### src/design/clb_pkg.sv
`timescale 1ns / 1ps
// ----------------------------------------------------------------------------
// clb_pkg
// Shared types and codes of the cursor list buffer.
// ----------------------------------------------------------------------------
package clb_pkg;

   localparam logic [2:0] MODE_START   = 3'd0;
   localparam logic [2:0] MODE_ADVANCE = 3'd1;
   localparam logic [2:0] MODE_INSERT  = 3'd2;
   localparam logic [2:0] MODE_ATTACH  = 3'd3;
   localparam logic [2:0] MODE_REMOVE  = 3'd4;

   localparam logic [1:0] ST_DONE       = 2'd0;
   localparam logic [1:0] ST_NO_CURRENT = 2'd1;
   localparam logic [1:0] ST_FULL       = 2'd2;

   typedef struct packed {
      logic [2:0]  mode;
      logic [31:0] value;
   } req_type;

   typedef struct packed {
      logic [1:0]  status;
      logic        has_current;
      logic [31:0] current_value;
      logic [6:0]  count;
   } rsp_type;

   typedef struct packed {
      logic rd_en;
      logic wr_en;
   } mem_en_type;

endpackage

### src/design/cursor_list_buffer_top.sv
`timescale 1ns / 1ps
// ----------------------------------------------------------------------------
// cursor_list_buffer_top
// Ordered list with a cursor, held in one RAM, with an output register.
// ----------------------------------------------------------------------------
// Sequence: start, advance, unused codes and removes that move nothing go from
// accept to a readback of the current entry, then to the output register;
// inserts and attaches write the new entry before the readback. Moves come
// first: one entry per cycle through the RAM, then a drain. Throughput: one
// item at a time; req_stall holds until the result is loaded, which a response stall can delay.
// Reset: empty list, cursor at zero, no result pending; RAM contents undefined.
// ----------------------------------------------------------------------------
module cursor_list_buffer_top #(
   parameter int CAPACITY   = 64,
   parameter int DATA_WIDTH = 32
) (
   input  logic             clock,
   input  logic             reset,
   input  logic             req_valid,
   output logic             req_stall,
   input  clb_pkg::req_type req_data,
   output logic             rsp_valid,
   input  logic             rsp_stall,
   output clb_pkg::rsp_type rsp_data
);

   localparam int AW = (CAPACITY > 1) ? $clog2(CAPACITY) : 1;

   logic                  out_valid;
   logic                  out_free;
   clb_pkg::rsp_type      out_data;
   clb_pkg::mem_en_type   mem_en;
   logic [AW-1:0]         rd_addr;
   logic [AW-1:0]         wr_addr;
   logic [DATA_WIDTH-1:0] wr_data;
   logic [DATA_WIDTH-1:0] rd_data;

   logic             rsp_valid_ff, rsp_valid_in;
   clb_pkg::rsp_type rsp_data_ff, rsp_data_in;

   clb_seq #(
      .CAPACITY   (CAPACITY),
      .DATA_WIDTH (DATA_WIDTH)
   ) u_seq (
      .clock     (clock),
      .reset     (reset),
      .req_valid (req_valid),
      .req_stall (req_stall),
      .req_data  (req_data),
      .out_valid (out_valid),
      .out_data  (out_data),
      .out_free  (out_free),
      .mem_en    (mem_en),
      .rd_addr   (rd_addr),
      .wr_addr   (wr_addr),
      .wr_data   (wr_data),
      .rd_data   (rd_data)
   );

   clb_ram #(
      .WIDTH (DATA_WIDTH),
      .DEPTH (CAPACITY)
   ) u_ram (
      .clock   (clock),
      .wr_en   (mem_en.wr_en),
      .wr_addr (wr_addr),
      .wr_data (wr_data),
      .rd_en   (mem_en.rd_en),
      .rd_addr (rd_addr),
      .rd_data (rd_data)
   );

   assign out_free = !rsp_valid_ff || !rsp_stall;

   always_comb begin
      rsp_valid_in = rsp_valid_ff;
      rsp_data_in  = rsp_data_ff;
      if (out_free) begin
         rsp_valid_in = out_valid;
         if (out_valid) begin
            rsp_data_in = out_data;
         end
      end
   end

   always_ff @(posedge clock) begin
      if (reset) begin
         rsp_valid_ff <= 1'b0;
      end else begin
         rsp_valid_ff <= rsp_valid_in;
      end
   end

   always_ff @(posedge clock) begin
      rsp_data_ff <= rsp_data_in;
   end

   assign rsp_valid = rsp_valid_ff;
   assign rsp_data  = rsp_data_ff;

endmodule

### src/design/clb_ram.sv
`timescale 1ns / 1ps
// ----------------------------------------------------------------------------
// clb_ram
// Generic RAM, one write port and one read port, registered read data.
// ----------------------------------------------------------------------------
module clb_ram #(
   parameter int WIDTH = 32,
   parameter int DEPTH = 64
) (
   input  logic                                      clock,
   input  logic                                      wr_en,
   input  logic [((DEPTH > 1) ? $clog2(DEPTH) : 1)-1:0] wr_addr,
   input  logic [WIDTH-1:0]                          wr_data,
   input  logic                                      rd_en,
   input  logic [((DEPTH > 1) ? $clog2(DEPTH) : 1)-1:0] rd_addr,
   output logic [WIDTH-1:0]                          rd_data
);

   logic [WIDTH-1:0] mem_ff [DEPTH];
   logic [WIDTH-1:0] rd_data_ff;

   always_ff @(posedge clock) begin
      if (wr_en) begin
         mem_ff[wr_addr] <= wr_data;
      end
      if (rd_en) begin
         rd_data_ff <= mem_ff[rd_addr];
      end
   end

   assign rd_data = rd_data_ff;

endmodule

### src/design/clb_seq.sv
`timescale 1ns / 1ps
// ----------------------------------------------------------------------------
// clb_seq
// Operation sequencer: cursor and count, entry shifting through the RAM,
// readback of the current entry.
// ----------------------------------------------------------------------------
module clb_seq #(
   parameter int CAPACITY   = 64,
   parameter int DATA_WIDTH = 32
) (
   input  logic                    clock,
   input  logic                    reset,
   input  logic                    req_valid,
   output logic                    req_stall,
   input  clb_pkg::req_type        req_data,
   output logic                    out_valid,
   output clb_pkg::rsp_type        out_data,
   input  logic                    out_free,
   output clb_pkg::mem_en_type     mem_en,
   output logic [((CAPACITY > 1) ? $clog2(CAPACITY) : 1)-1:0] rd_addr,
   output logic [((CAPACITY > 1) ? $clog2(CAPACITY) : 1)-1:0] wr_addr,
   output logic [DATA_WIDTH-1:0]   wr_data,
   input  logic [DATA_WIDTH-1:0]   rd_data
);

   localparam int AW = (CAPACITY > 1) ? $clog2(CAPACITY) : 1;
   localparam int CW = $clog2(CAPACITY + 1);
   localparam logic [CW-1:0] CAP_CNT = CW'(CAPACITY);
   localparam logic [CW-1:0] ONE     = CW'(1);

   localparam logic [2:0] S_IDLE  = 3'd0;
   localparam logic [2:0] S_SHIFT = 3'd1;
   localparam logic [2:0] S_DRAIN = 3'd2;
   localparam logic [2:0] S_PUT   = 3'd3;
   localparam logic [2:0] S_LOOK  = 3'd4;
   localparam logic [2:0] S_DATA  = 3'd5;

   logic [2:0]            state_ff, state_in;
   logic [CW-1:0]         cursor_ff, cursor_in;
   logic [CW-1:0]         count_ff, count_in;
   logic                  wpend_ff, wpend_in;
   logic [1:0]            status_ff, status_in;
   logic [AW-1:0]         src_ff, src_in;
   logic [AW-1:0]         last_ff, last_in;
   logic [AW-1:0]         pos_ff, pos_in;
   logic [AW-1:0]         wdst_ff, wdst_in;
   logic                  up_ff, up_in;
   logic                  put_ff, put_in;
   logic [DATA_WIDTH-1:0] value_ff, value_in;

   logic          has;
   logic          full;
   logic [CW-1:0] pos_c;

   assign has  = cursor_ff < count_ff;
   assign full = count_ff == CAP_CNT;

   always_comb begin
      state_in     = state_ff;
      cursor_in    = cursor_ff;
      count_in     = count_ff;
      wpend_in     = 1'b0;
      status_in    = status_ff;
      src_in       = src_ff;
      last_in      = last_ff;
      pos_in       = pos_ff;
      wdst_in      = wdst_ff;
      up_in        = up_ff;
      put_in       = put_ff;
      value_in     = value_ff;
      pos_c        = '0;
      mem_en.rd_en = 1'b0;
      mem_en.wr_en = wpend_ff || (state_ff == S_PUT);
      rd_addr      = src_ff;
      out_valid    = 1'b0;
      case (state_ff)
         S_IDLE: begin
            if (req_valid) begin
               value_in  = DATA_WIDTH'(req_data.value);
               status_in = clb_pkg::ST_DONE;
               put_in    = 1'b0;
               up_in     = 1'b1;
               state_in  = S_LOOK;
               case (req_data.mode)
                  clb_pkg::MODE_START: begin
                     cursor_in = '0;
                  end
                  clb_pkg::MODE_ADVANCE: begin
                     if (has) begin
                        cursor_in = cursor_ff + ONE;
                     end else begin
                        status_in = clb_pkg::ST_NO_CURRENT;
                     end
                  end
                  clb_pkg::MODE_INSERT, clb_pkg::MODE_ATTACH: begin
                     if (full) begin
                        status_in = clb_pkg::ST_FULL;
                     end else begin
                        if (req_data.mode == clb_pkg::MODE_INSERT) begin
                           pos_c = has ? cursor_ff : '0;
                        end else begin
                           pos_c = has ? (cursor_ff + ONE) : count_ff;
                        end
                        cursor_in = pos_c;
                        count_in  = count_ff + ONE;
                        put_in    = 1'b1;
                        pos_in    = pos_c[AW-1:0];
                        src_in    = AW'(count_ff - ONE);
                        last_in   = pos_c[AW-1:0];
                        state_in  = (count_ff > pos_c) ? S_SHIFT : S_PUT;
                     end
                  end
                  clb_pkg::MODE_REMOVE: begin
                     if (has) begin
                        count_in = count_ff - ONE;
                        if ((cursor_ff + ONE) < count_ff) begin
                           src_in   = AW'(cursor_ff + ONE);
                           last_in  = AW'(count_ff - ONE);
                           up_in    = 1'b0;
                           state_in = S_SHIFT;
                        end
                     end else begin
                        status_in = clb_pkg::ST_NO_CURRENT;
                     end
                  end
                  default: begin
                  end
               endcase
            end
         end
         S_SHIFT: begin
            mem_en.rd_en = 1'b1;
            rd_addr      = src_ff;
            wpend_in     = 1'b1;
            wdst_in      = up_ff ? (src_ff + AW'(1)) : (src_ff - AW'(1));
            if (src_ff == last_ff) begin
               state_in = S_DRAIN;
            end else begin
               src_in = up_ff ? (src_ff - AW'(1)) : (src_ff + AW'(1));
            end
         end
         S_DRAIN: begin
            state_in = put_ff ? S_PUT : S_LOOK;
         end
         S_PUT: begin
            state_in = S_LOOK;
         end
         S_LOOK: begin
            mem_en.rd_en = has;
            rd_addr      = cursor_ff[AW-1:0];
            state_in     = S_DATA;
         end
         S_DATA: begin
            out_valid = 1'b1;
            if (out_free) begin
               state_in = S_IDLE;
            end
         end
         default: begin
            state_in = S_IDLE;
         end
      endcase
   end

   assign req_stall    = state_ff != S_IDLE;
   assign wr_addr      = (state_ff == S_PUT) ? pos_ff : wdst_ff;
   assign wr_data      = (state_ff == S_PUT) ? value_ff : rd_data;

   always_comb begin
      out_data.status        = status_ff;
      out_data.has_current   = has;
      out_data.current_value = has ? 32'(rd_data) : '0;
      out_data.count         = 7'(count_ff);
   end

   always_ff @(posedge clock) begin
      if (reset) begin
         state_ff  <= S_IDLE;
         cursor_ff <= '0;
         count_ff  <= '0;
         wpend_ff  <= 1'b0;
      end else begin
         state_ff  <= state_in;
         cursor_ff <= cursor_in;
         count_ff  <= count_in;
         wpend_ff  <= wpend_in;
      end
   end

   always_ff @(posedge clock) begin
      status_ff <= status_in;
      src_ff    <= src_in;
      last_ff   <= last_in;
      pos_ff    <= pos_in;
      wdst_ff   <= wdst_in;
      up_ff     <= up_in;
      put_ff    <= put_in;
      value_ff  <= value_in;
   end

endmodule

### config.mk
export PLATFORM = sky130hd
export DESIGN_NAME = cursor_list_buffer_top
export DESIGN_NICKNAME = d
export VERILOG_FILES = /design/src/design/clb_pkg.sv /design/src/design/cursor_list_buffer_top.sv /design/src/design/clb_ram.sv /design/src/design/clb_seq.sv
export SDC_FILE = /design/constraint.sdc
export NUM_CORES = 2
export LEC_CHECK = 0
export ABC_AREA = 1
export BUFFER_PORTS_ARGS = -buffer_cell sky130_fd_sc_hd__buf_2
export CAP_MARGIN = 25
export CORE_AREA = 2 2 384 386
export CTS_CLUSTER_SIZE = 16
export DETAILED_ROUTE_END_ITERATION = 16
export DIE_AREA = 0 0 386 388
export HOLD_SLACK_MARGIN = 0.1
export PLACE_DENSITY_LB_ADDON = 0.08
export SYNTH_ARGS = -nofsm -noshare
export SYNTH_HDL_FRONTEND = slang
export SYNTH_SLANG_ARGS = --single-unit
export TNS_END_PERCENT = 30
### constraint.sdc
create_clock -name clock -period 13.7 [get_ports clock]
set_input_delay 0.685 -clock clock [delete_from_list [all_inputs] [get_ports clock]]
set_output_delay 0.685 -clock clock [all_outputs]
set_load 0.01 [all_outputs]
# Word-level counts from Yosys, hierarchy flattened
# Memory sizes are Yosys's and may differ from the RTL's. A register that Yosys moved wholly into a read port is not among the register bits.
# Index checks and enable logic that the tools add are counted.
[op_classes]
eq_ne = 23
mux = 49
reduce_logical = 21
add_sub_neg = 5
order_cmp = 3
bitwise = 1
shifts = 0
mul = 0
n_div = 0
[ops]
columns = ["operator", "count"]
rows = [
  ["$mux 7", 11],
  ["$mux 6", 12],
  ["$pmux 6 s2", 3],
  ["$mux 32", 1],
  ["$mux 3", 7],
  ["$pmux 7 s3", 1],
  ["$pmux 3 s6", 1],
  ["$add 7x1->7 const B", 2],
  ["$lt 7x7->1", 2],
  ["$pmux 7 s2", 1],
  ["$eq 3x2->1 const B", 4],
  ["$reduce_and 5->1", 2],
  ["$eq 3x3->1 const B", 3],
  ["$ne 2x1->1 const B", 4],
  ["$ne 2x2->1 const B", 4],
  ["$eq 7x7->1 const B", 1],
  ["$gt 7x7->1", 1],
  ["$mux 1", 7],
  ["$reduce_and 7->1", 1],
  ["$sub 7x1->7 const B", 1],
  ["$add 6x1->6 const B", 1],
  ["$eq 3x1->1 const B", 2],
  ["$eq 6x6->1", 1],
  ["$logic_not 3->1", 2],
  ["other kinds (17)", 27],
]
[totals]
ff_bits = 121
output_inout_bits = 44
mem_bits_ro = 0
latch_bits = 0
ramBits = 2048
mem_count = 1
wordCells = 120
[mem_list]
columns = ["name", "words", "width", "rd", "rd_ports_with_merged_regs", "write_ports", "line", "source"]
rows = [
  ["u_ram.mem_ff", 64, 32, 1, 1, 1, "clb_ram.sv:19", "logic [WIDTH-1:0] mem_ff [DEPTH];"],
]

# Logic depth before layout (Yosys ltp)
[logic_depth]
ltp_word = 13
mapped_depth = 25
mapped_depth_nobuf = 23

# Modules after synthesis
# From an unflattened synthesis, not the netlist that was laid out.
[unflattened]
hier_cells = 7476
hier_area_um2 = 89415.8
[by_module_without_submodules]
columns = ["mod", "area_each_um2", "n_inst", "cells_per_inst"]
rows = [
  ["clb_ram", 83055.9, 1, 6770],
  ["clb_seq", 5054.8, 1, 659],
  ["cursor_list_buffer_top", 1305.0, 1, 47],
]

# Worst setup path before layout
# No wires, ideal clock.
[synth_path]
path_kind = "flip-flop to flip-flop"
from = "reg u_seq.count_ff[4]"
to = "reg u_ram.rd_data_ff[0] (netlist: u_ram.rd_data[0]) (read register of u_ram.mem_ff) (enable)"
setup_ns = 0.466
path_stages_with_launch = 10
arrival_time_ns = 3.970
setup_slack_ns = 9.265
cell_sequence = "dfxtp_1 > clkbuf_1 > inv_1 > ha_1 > nand2_1 > nand2_1 > a21oi_2 > nand2_2 > buf_2 > o21ai_0"
[synth_via]
elab_chain_len = 2
[synth_lines]
columns = ["element", "line", "source"]
rows = [
  ["from (decl)", "clb_seq.sv:40", "logic [CW-1:0] count_ff, count_in;"],
  ["from (signal assigned)", "clb_seq.sv:185", "count_ff <= count_in;"],
  ["$lt 7x7->1", "clb_seq.sv:55", "assign has = cursor_ff < count_ff;"],
  ["$pmux 1 s2", "clb_seq.sv:76", "case (state_ff)"],
  ["net u_ram.rd_en", "clb_ram.sv:14", "input logic rd_en,"],
  ["to (decl)", "clb_ram.sv:20", "logic [WIDTH-1:0] rd_data_ff;"],
]
# The timed path passes the listed nets, and every way through them passes these cells.
# A chain may end at the register's enable or synchronous reset.

# Worst setup path in the final report
[layout_path]
from = "reg u_seq.state_ff[2]"
to = "reg u_ram.rd_data_ff[31] (netlist: u_ram.rd_data[31]) (read register of u_ram.mem_ff), data pin"
[layout_via]
elab_chain_len = 2
elab_cells_between_ends = 4
classes_between = "eq/ne: 2; mux: 2"
[layout_lines]
columns = ["element", "line", "source"]
rows = [
  ["from (decl)", "clb_seq.sv:38", "logic [2:0] state_ff, state_in;"],
  ["from (signal assigned)", "clb_seq.sv:183", "state_ff <= state_in;"],
  ["$eq 3x3->1 / $eq 3x1->1 (equally long branches)", "clb_seq.sv:76", ""],
  ["$pmux 1 s2 / $mux 6 (equally long branches)", "clb_seq.sv:76", ""],
]
# Parallel ways exist; a longest one is shown, timed or not.

==> metrics <==
Clock Power Share ~25%; Fin Setup TNS 0 ns; via/cell ratio about 6.6; first-pass GRT wire length ~360000 µm; largest net degree at the start of global routing around 200; fin crit share a little over 40%; number of placement rows 140; EDFF count, synth between 2k and 2.5k; final hold viol count 0; endpoints failing setup 0; Primary FF master, synth edfxtp_1; leakage 30.5 nW; GP Congestion around 0.86; HP Class in -> reg; Final min period 5.53 ns; skew final 0.0376 ns; Post-synth ARST share 0%; drt initial violations between 7k and 8k; synth unique cells 43; FF+latch count, synth around 2.2k; Slew headroom 27.7%; Gate power share a little over a third; worst-margin pin slew ~1.1 ns; post-synthesis compound-gate area fraction roughly an eighth; Vias ~56k; # IOs between 80 and 90; Crit path largest cell delay slightly above 0.8 ns; gr usage total 32.8%; Crit. End Element flop; Layout area overhead 11.6%; Initial Util 59.8%; CP Launch Type flop; unrepaired setup endpoints after global routing no; initial antenna violation count 0; Synth Instances 6388; # DRC 0; WL final about 250000 µm; clk_lat worst skew roughly 0.86 ns; Layout Nets ~6.5k; vias in the first global route about 54k; Max Cap Viol 0; Max Buffers Root-to-Sink 3; Net Sw Frac approximately two fifths; Syn Area/Cell roughly 14 µm²; commonest non-fill, non-tap cell in the layout edfxtp_1; remaining global-route overflow 0; Synth Area in XOR/XNOR less than 1%; Int Pwr 13.8 mW; WP buf/inv 4; Critical Path AT about 6.2 ns; core area about 0.15 mm²; Die Wd around 390 µm; worst vdd ir ~0.00021 V; Clock Tree Root clkbuf_16; Max Slew Vio Count 0; WL per Instance around 29 µm; H-tree depth 4; clock slew at reported path FFs roughly 0.070 ns; CP top delay family buffers and inverters; setup bufs post-CTS 0; CTS tree built; FILL cells approximately 10k; status completed; post-DP HPWL approximately 120000 µm; multi-input logic area approximately 0.020 mm²; WP data required between 10 and 15 ns; worst-path cell chain nand2_4 -> o21ai_4 -> buf_4 -> buf_4 -> buf_4 -> buf_4 -> o21ai_0 -> o221ai_1 -> o211ai_1 -> nand3_1 -> nand3_1 -> nand2_1; First-pass DRT Iterations 6; PD cells ~230 mW/mm²; cell count after placement 8076; Top cell by count, worst path buf_4; sw power just under 9 mW; sequential share of power around two fifths; Routed Antenna Nets 0; PortBufs 82; Post-Syn Nets approximately 6.4k; Worst Path Max Fanout 87; Num CTS Buffers between 200 and 250; fraction of layout cells with a size suffix above 1 between 10% and 20%; Crit-path slowest cell buf_4; mux cell area share after synthesis less than 1%; largest family of logic cells by synthesized area compound AO/OA/AOI/OAI gates; Non-Filler Instances 8508; register area share after synthesis approximately three quarters; simple-gate share of the synthesized area under 10%; Max Freq approximately 180 MHz; die area ~0.15 mm²; kind of critical path reg -> reg; Synth Area in Adders less than 1%; CTS Sinks 2201; Cell Area, Synth 0.0869 mm²; Die Ht ~390 µm; most frequent cells in the layout edfxtp_1 (2182), nor2_1 (1086), o21ai_0 (1012), o22ai_1 (258); FF+latch area about 0.066 mm²; Synth Warn # 0
flip-flops by register name (all words and copies together), names as in the netlist:
| register | flops |
|---|---|
| u_seq.state_ff | 3 |
| u_seq.wdst_ff | 6 |
| u_seq.wpend_ff | 1 |
| u_ram.rd_data | 32 |
| u_seq.up_ff | 1 |
| u_seq.last_ff | 6 |
| u_seq.pos_ff | 6 |
| u_seq.status_ff | 2 |
| u_seq.value_ff | 32 |
| u_ram.mem_ff | 2048 |
| rsp_data | 42 |
| u_seq.src_ff | 6 |
| rsp_valid | 1 |
| u_seq.cursor_ff | 7 |
| u_seq.count_ff | 7 |
| u_seq.put_ff | 1 |
stage by stage:
stage / cell area (µm²) / util, % / setup slack (ns) / power [mW] / hold slack (ns)
after floorplan: 86900 / - / 9.26 / 14.1 / 0.400
after global placement: 89900 / 61.9 / 8.30 / 16.9 / 0.403
after detailed placement: 89900 / 61.9 / 8.18 / 17.0 / 0.433
after CTS: 96900 / 66.7 / 8.19 / 22.6 / 0.123
after global routing: 96900 / 66.7 / 7.94 / 23.6 / 0.140
final: 96900 / 66.7 / 8.17 / 22.7 / 0.162
worst paths after layout:
| kind | startpoint | end | slack [ns] | cells past startpoint |
|---|---|---|---|---|
| setup / recovery | u_seq.state_ff[2]$_SDFFE_PP0P_ | u_ram.rd_data[31]$_DFFE_PP_ | 8.17 | 12 |
| hold / removal | rsp_stall | rsp_valid$_SDFFE_PP0P_ | 0.16 | 3 |
| setup reg to reg | u_seq.state_ff[2]$_SDFFE_PP0P_ | u_ram.rd_data[31]$_DFFE_PP_ | 8.17 | 12 |
| hold reg to reg | u_seq.status_ff[0]$_DFFE_PP_ | rsp_data[40]$_DFFE_PP_ | 0.44 | 0 |
Yosys cell counts (28+ instances only):
| cell | n | area [µm²] |
|---|---|---|
| o21ai_1 | 56 | 280 |
| inv_1 | 99 | 372 |
| clkbuf_1 | 338 | 1270 |
| nor2_1 | 1149 | 4310 |
| o211ai_1 | 244 | 1830 |
| nand2_1 | 212 | 796 |
| edfxtp_1 | 2182 | 65500 |
| nand3_1 | 256 | 1280 |
| buf_2 | 106 | 531 |
| o21ai_0 | 1048 | 5250 |
| a21oi_1 | 28 | 140 |
| o22ai_1 | 258 | 1610 |
| o221ai_1 | 256 | 2240 |
power groups by stage:
stage	registers, mW	logic (mW)	clock network (mW)
2_1_floorplan	9.08	5.03	0
3_3_place_gp	9.03	7.87	0
3_5_place_dp	9.03	8.01	0
4_1_cts	8.89	8.04	5.66
5_1_grt	8.89	8.80	5.91
6_report	8.90	8.17	5.62
final cells by class:
type / count / area share (%)
timing repair buffer: 275 / 2.08
antenna: 1 / 0.00258
clock inverter: 120 / 0.935
clock buffer: 276 / 5.89
multi-input combinational: 3607 / 20.2
inverter: 111 / 0.460
sequential: 2201 / 68.0
tap: 1917 / 2.48
per-layer routing:
layer	vias to the layer above	global-route usage [%]	share of wire, %
met5	-	0	0
met4	0	14.6	4.6
met3	523	5.40	9.5
met2	3161	51.0	47
met1	28164	46.1	39
li1	24366	-	-
worst reg2reg max path, stage by stage, from the launching register on:
cell and delay (ns):
dfxtp_1 0.52, nand2_4 0.23, o21ai_4 0.26, buf_4 0.62
buf_4 0.76, buf_4 0.90, buf_4 0.72, o21ai_0 0.20
o221ai_1 0.22, o211ai_1 0.13, nand3_1 0.20, nand3_1 0.43
nand2_1 0.20
repair_timing:
item / CTS / global route
hold endpoints to repair: 33 / 0
endpoints found under the setup margin: 0 / 0
hold buffers: 33 / 0
gates resized for setup: 0 / 0
kinds of logic after synthesis:
logic type / after synthesis
buffers and inverters: 580
muxes: 3
xor gates and xnor gates: 24
DFF: 2201
AOI/OAI and AO/OA: 1910
adders and majority gates: 19
and+or+nand+nor: 1651
(Power assumes the default switching activity.)
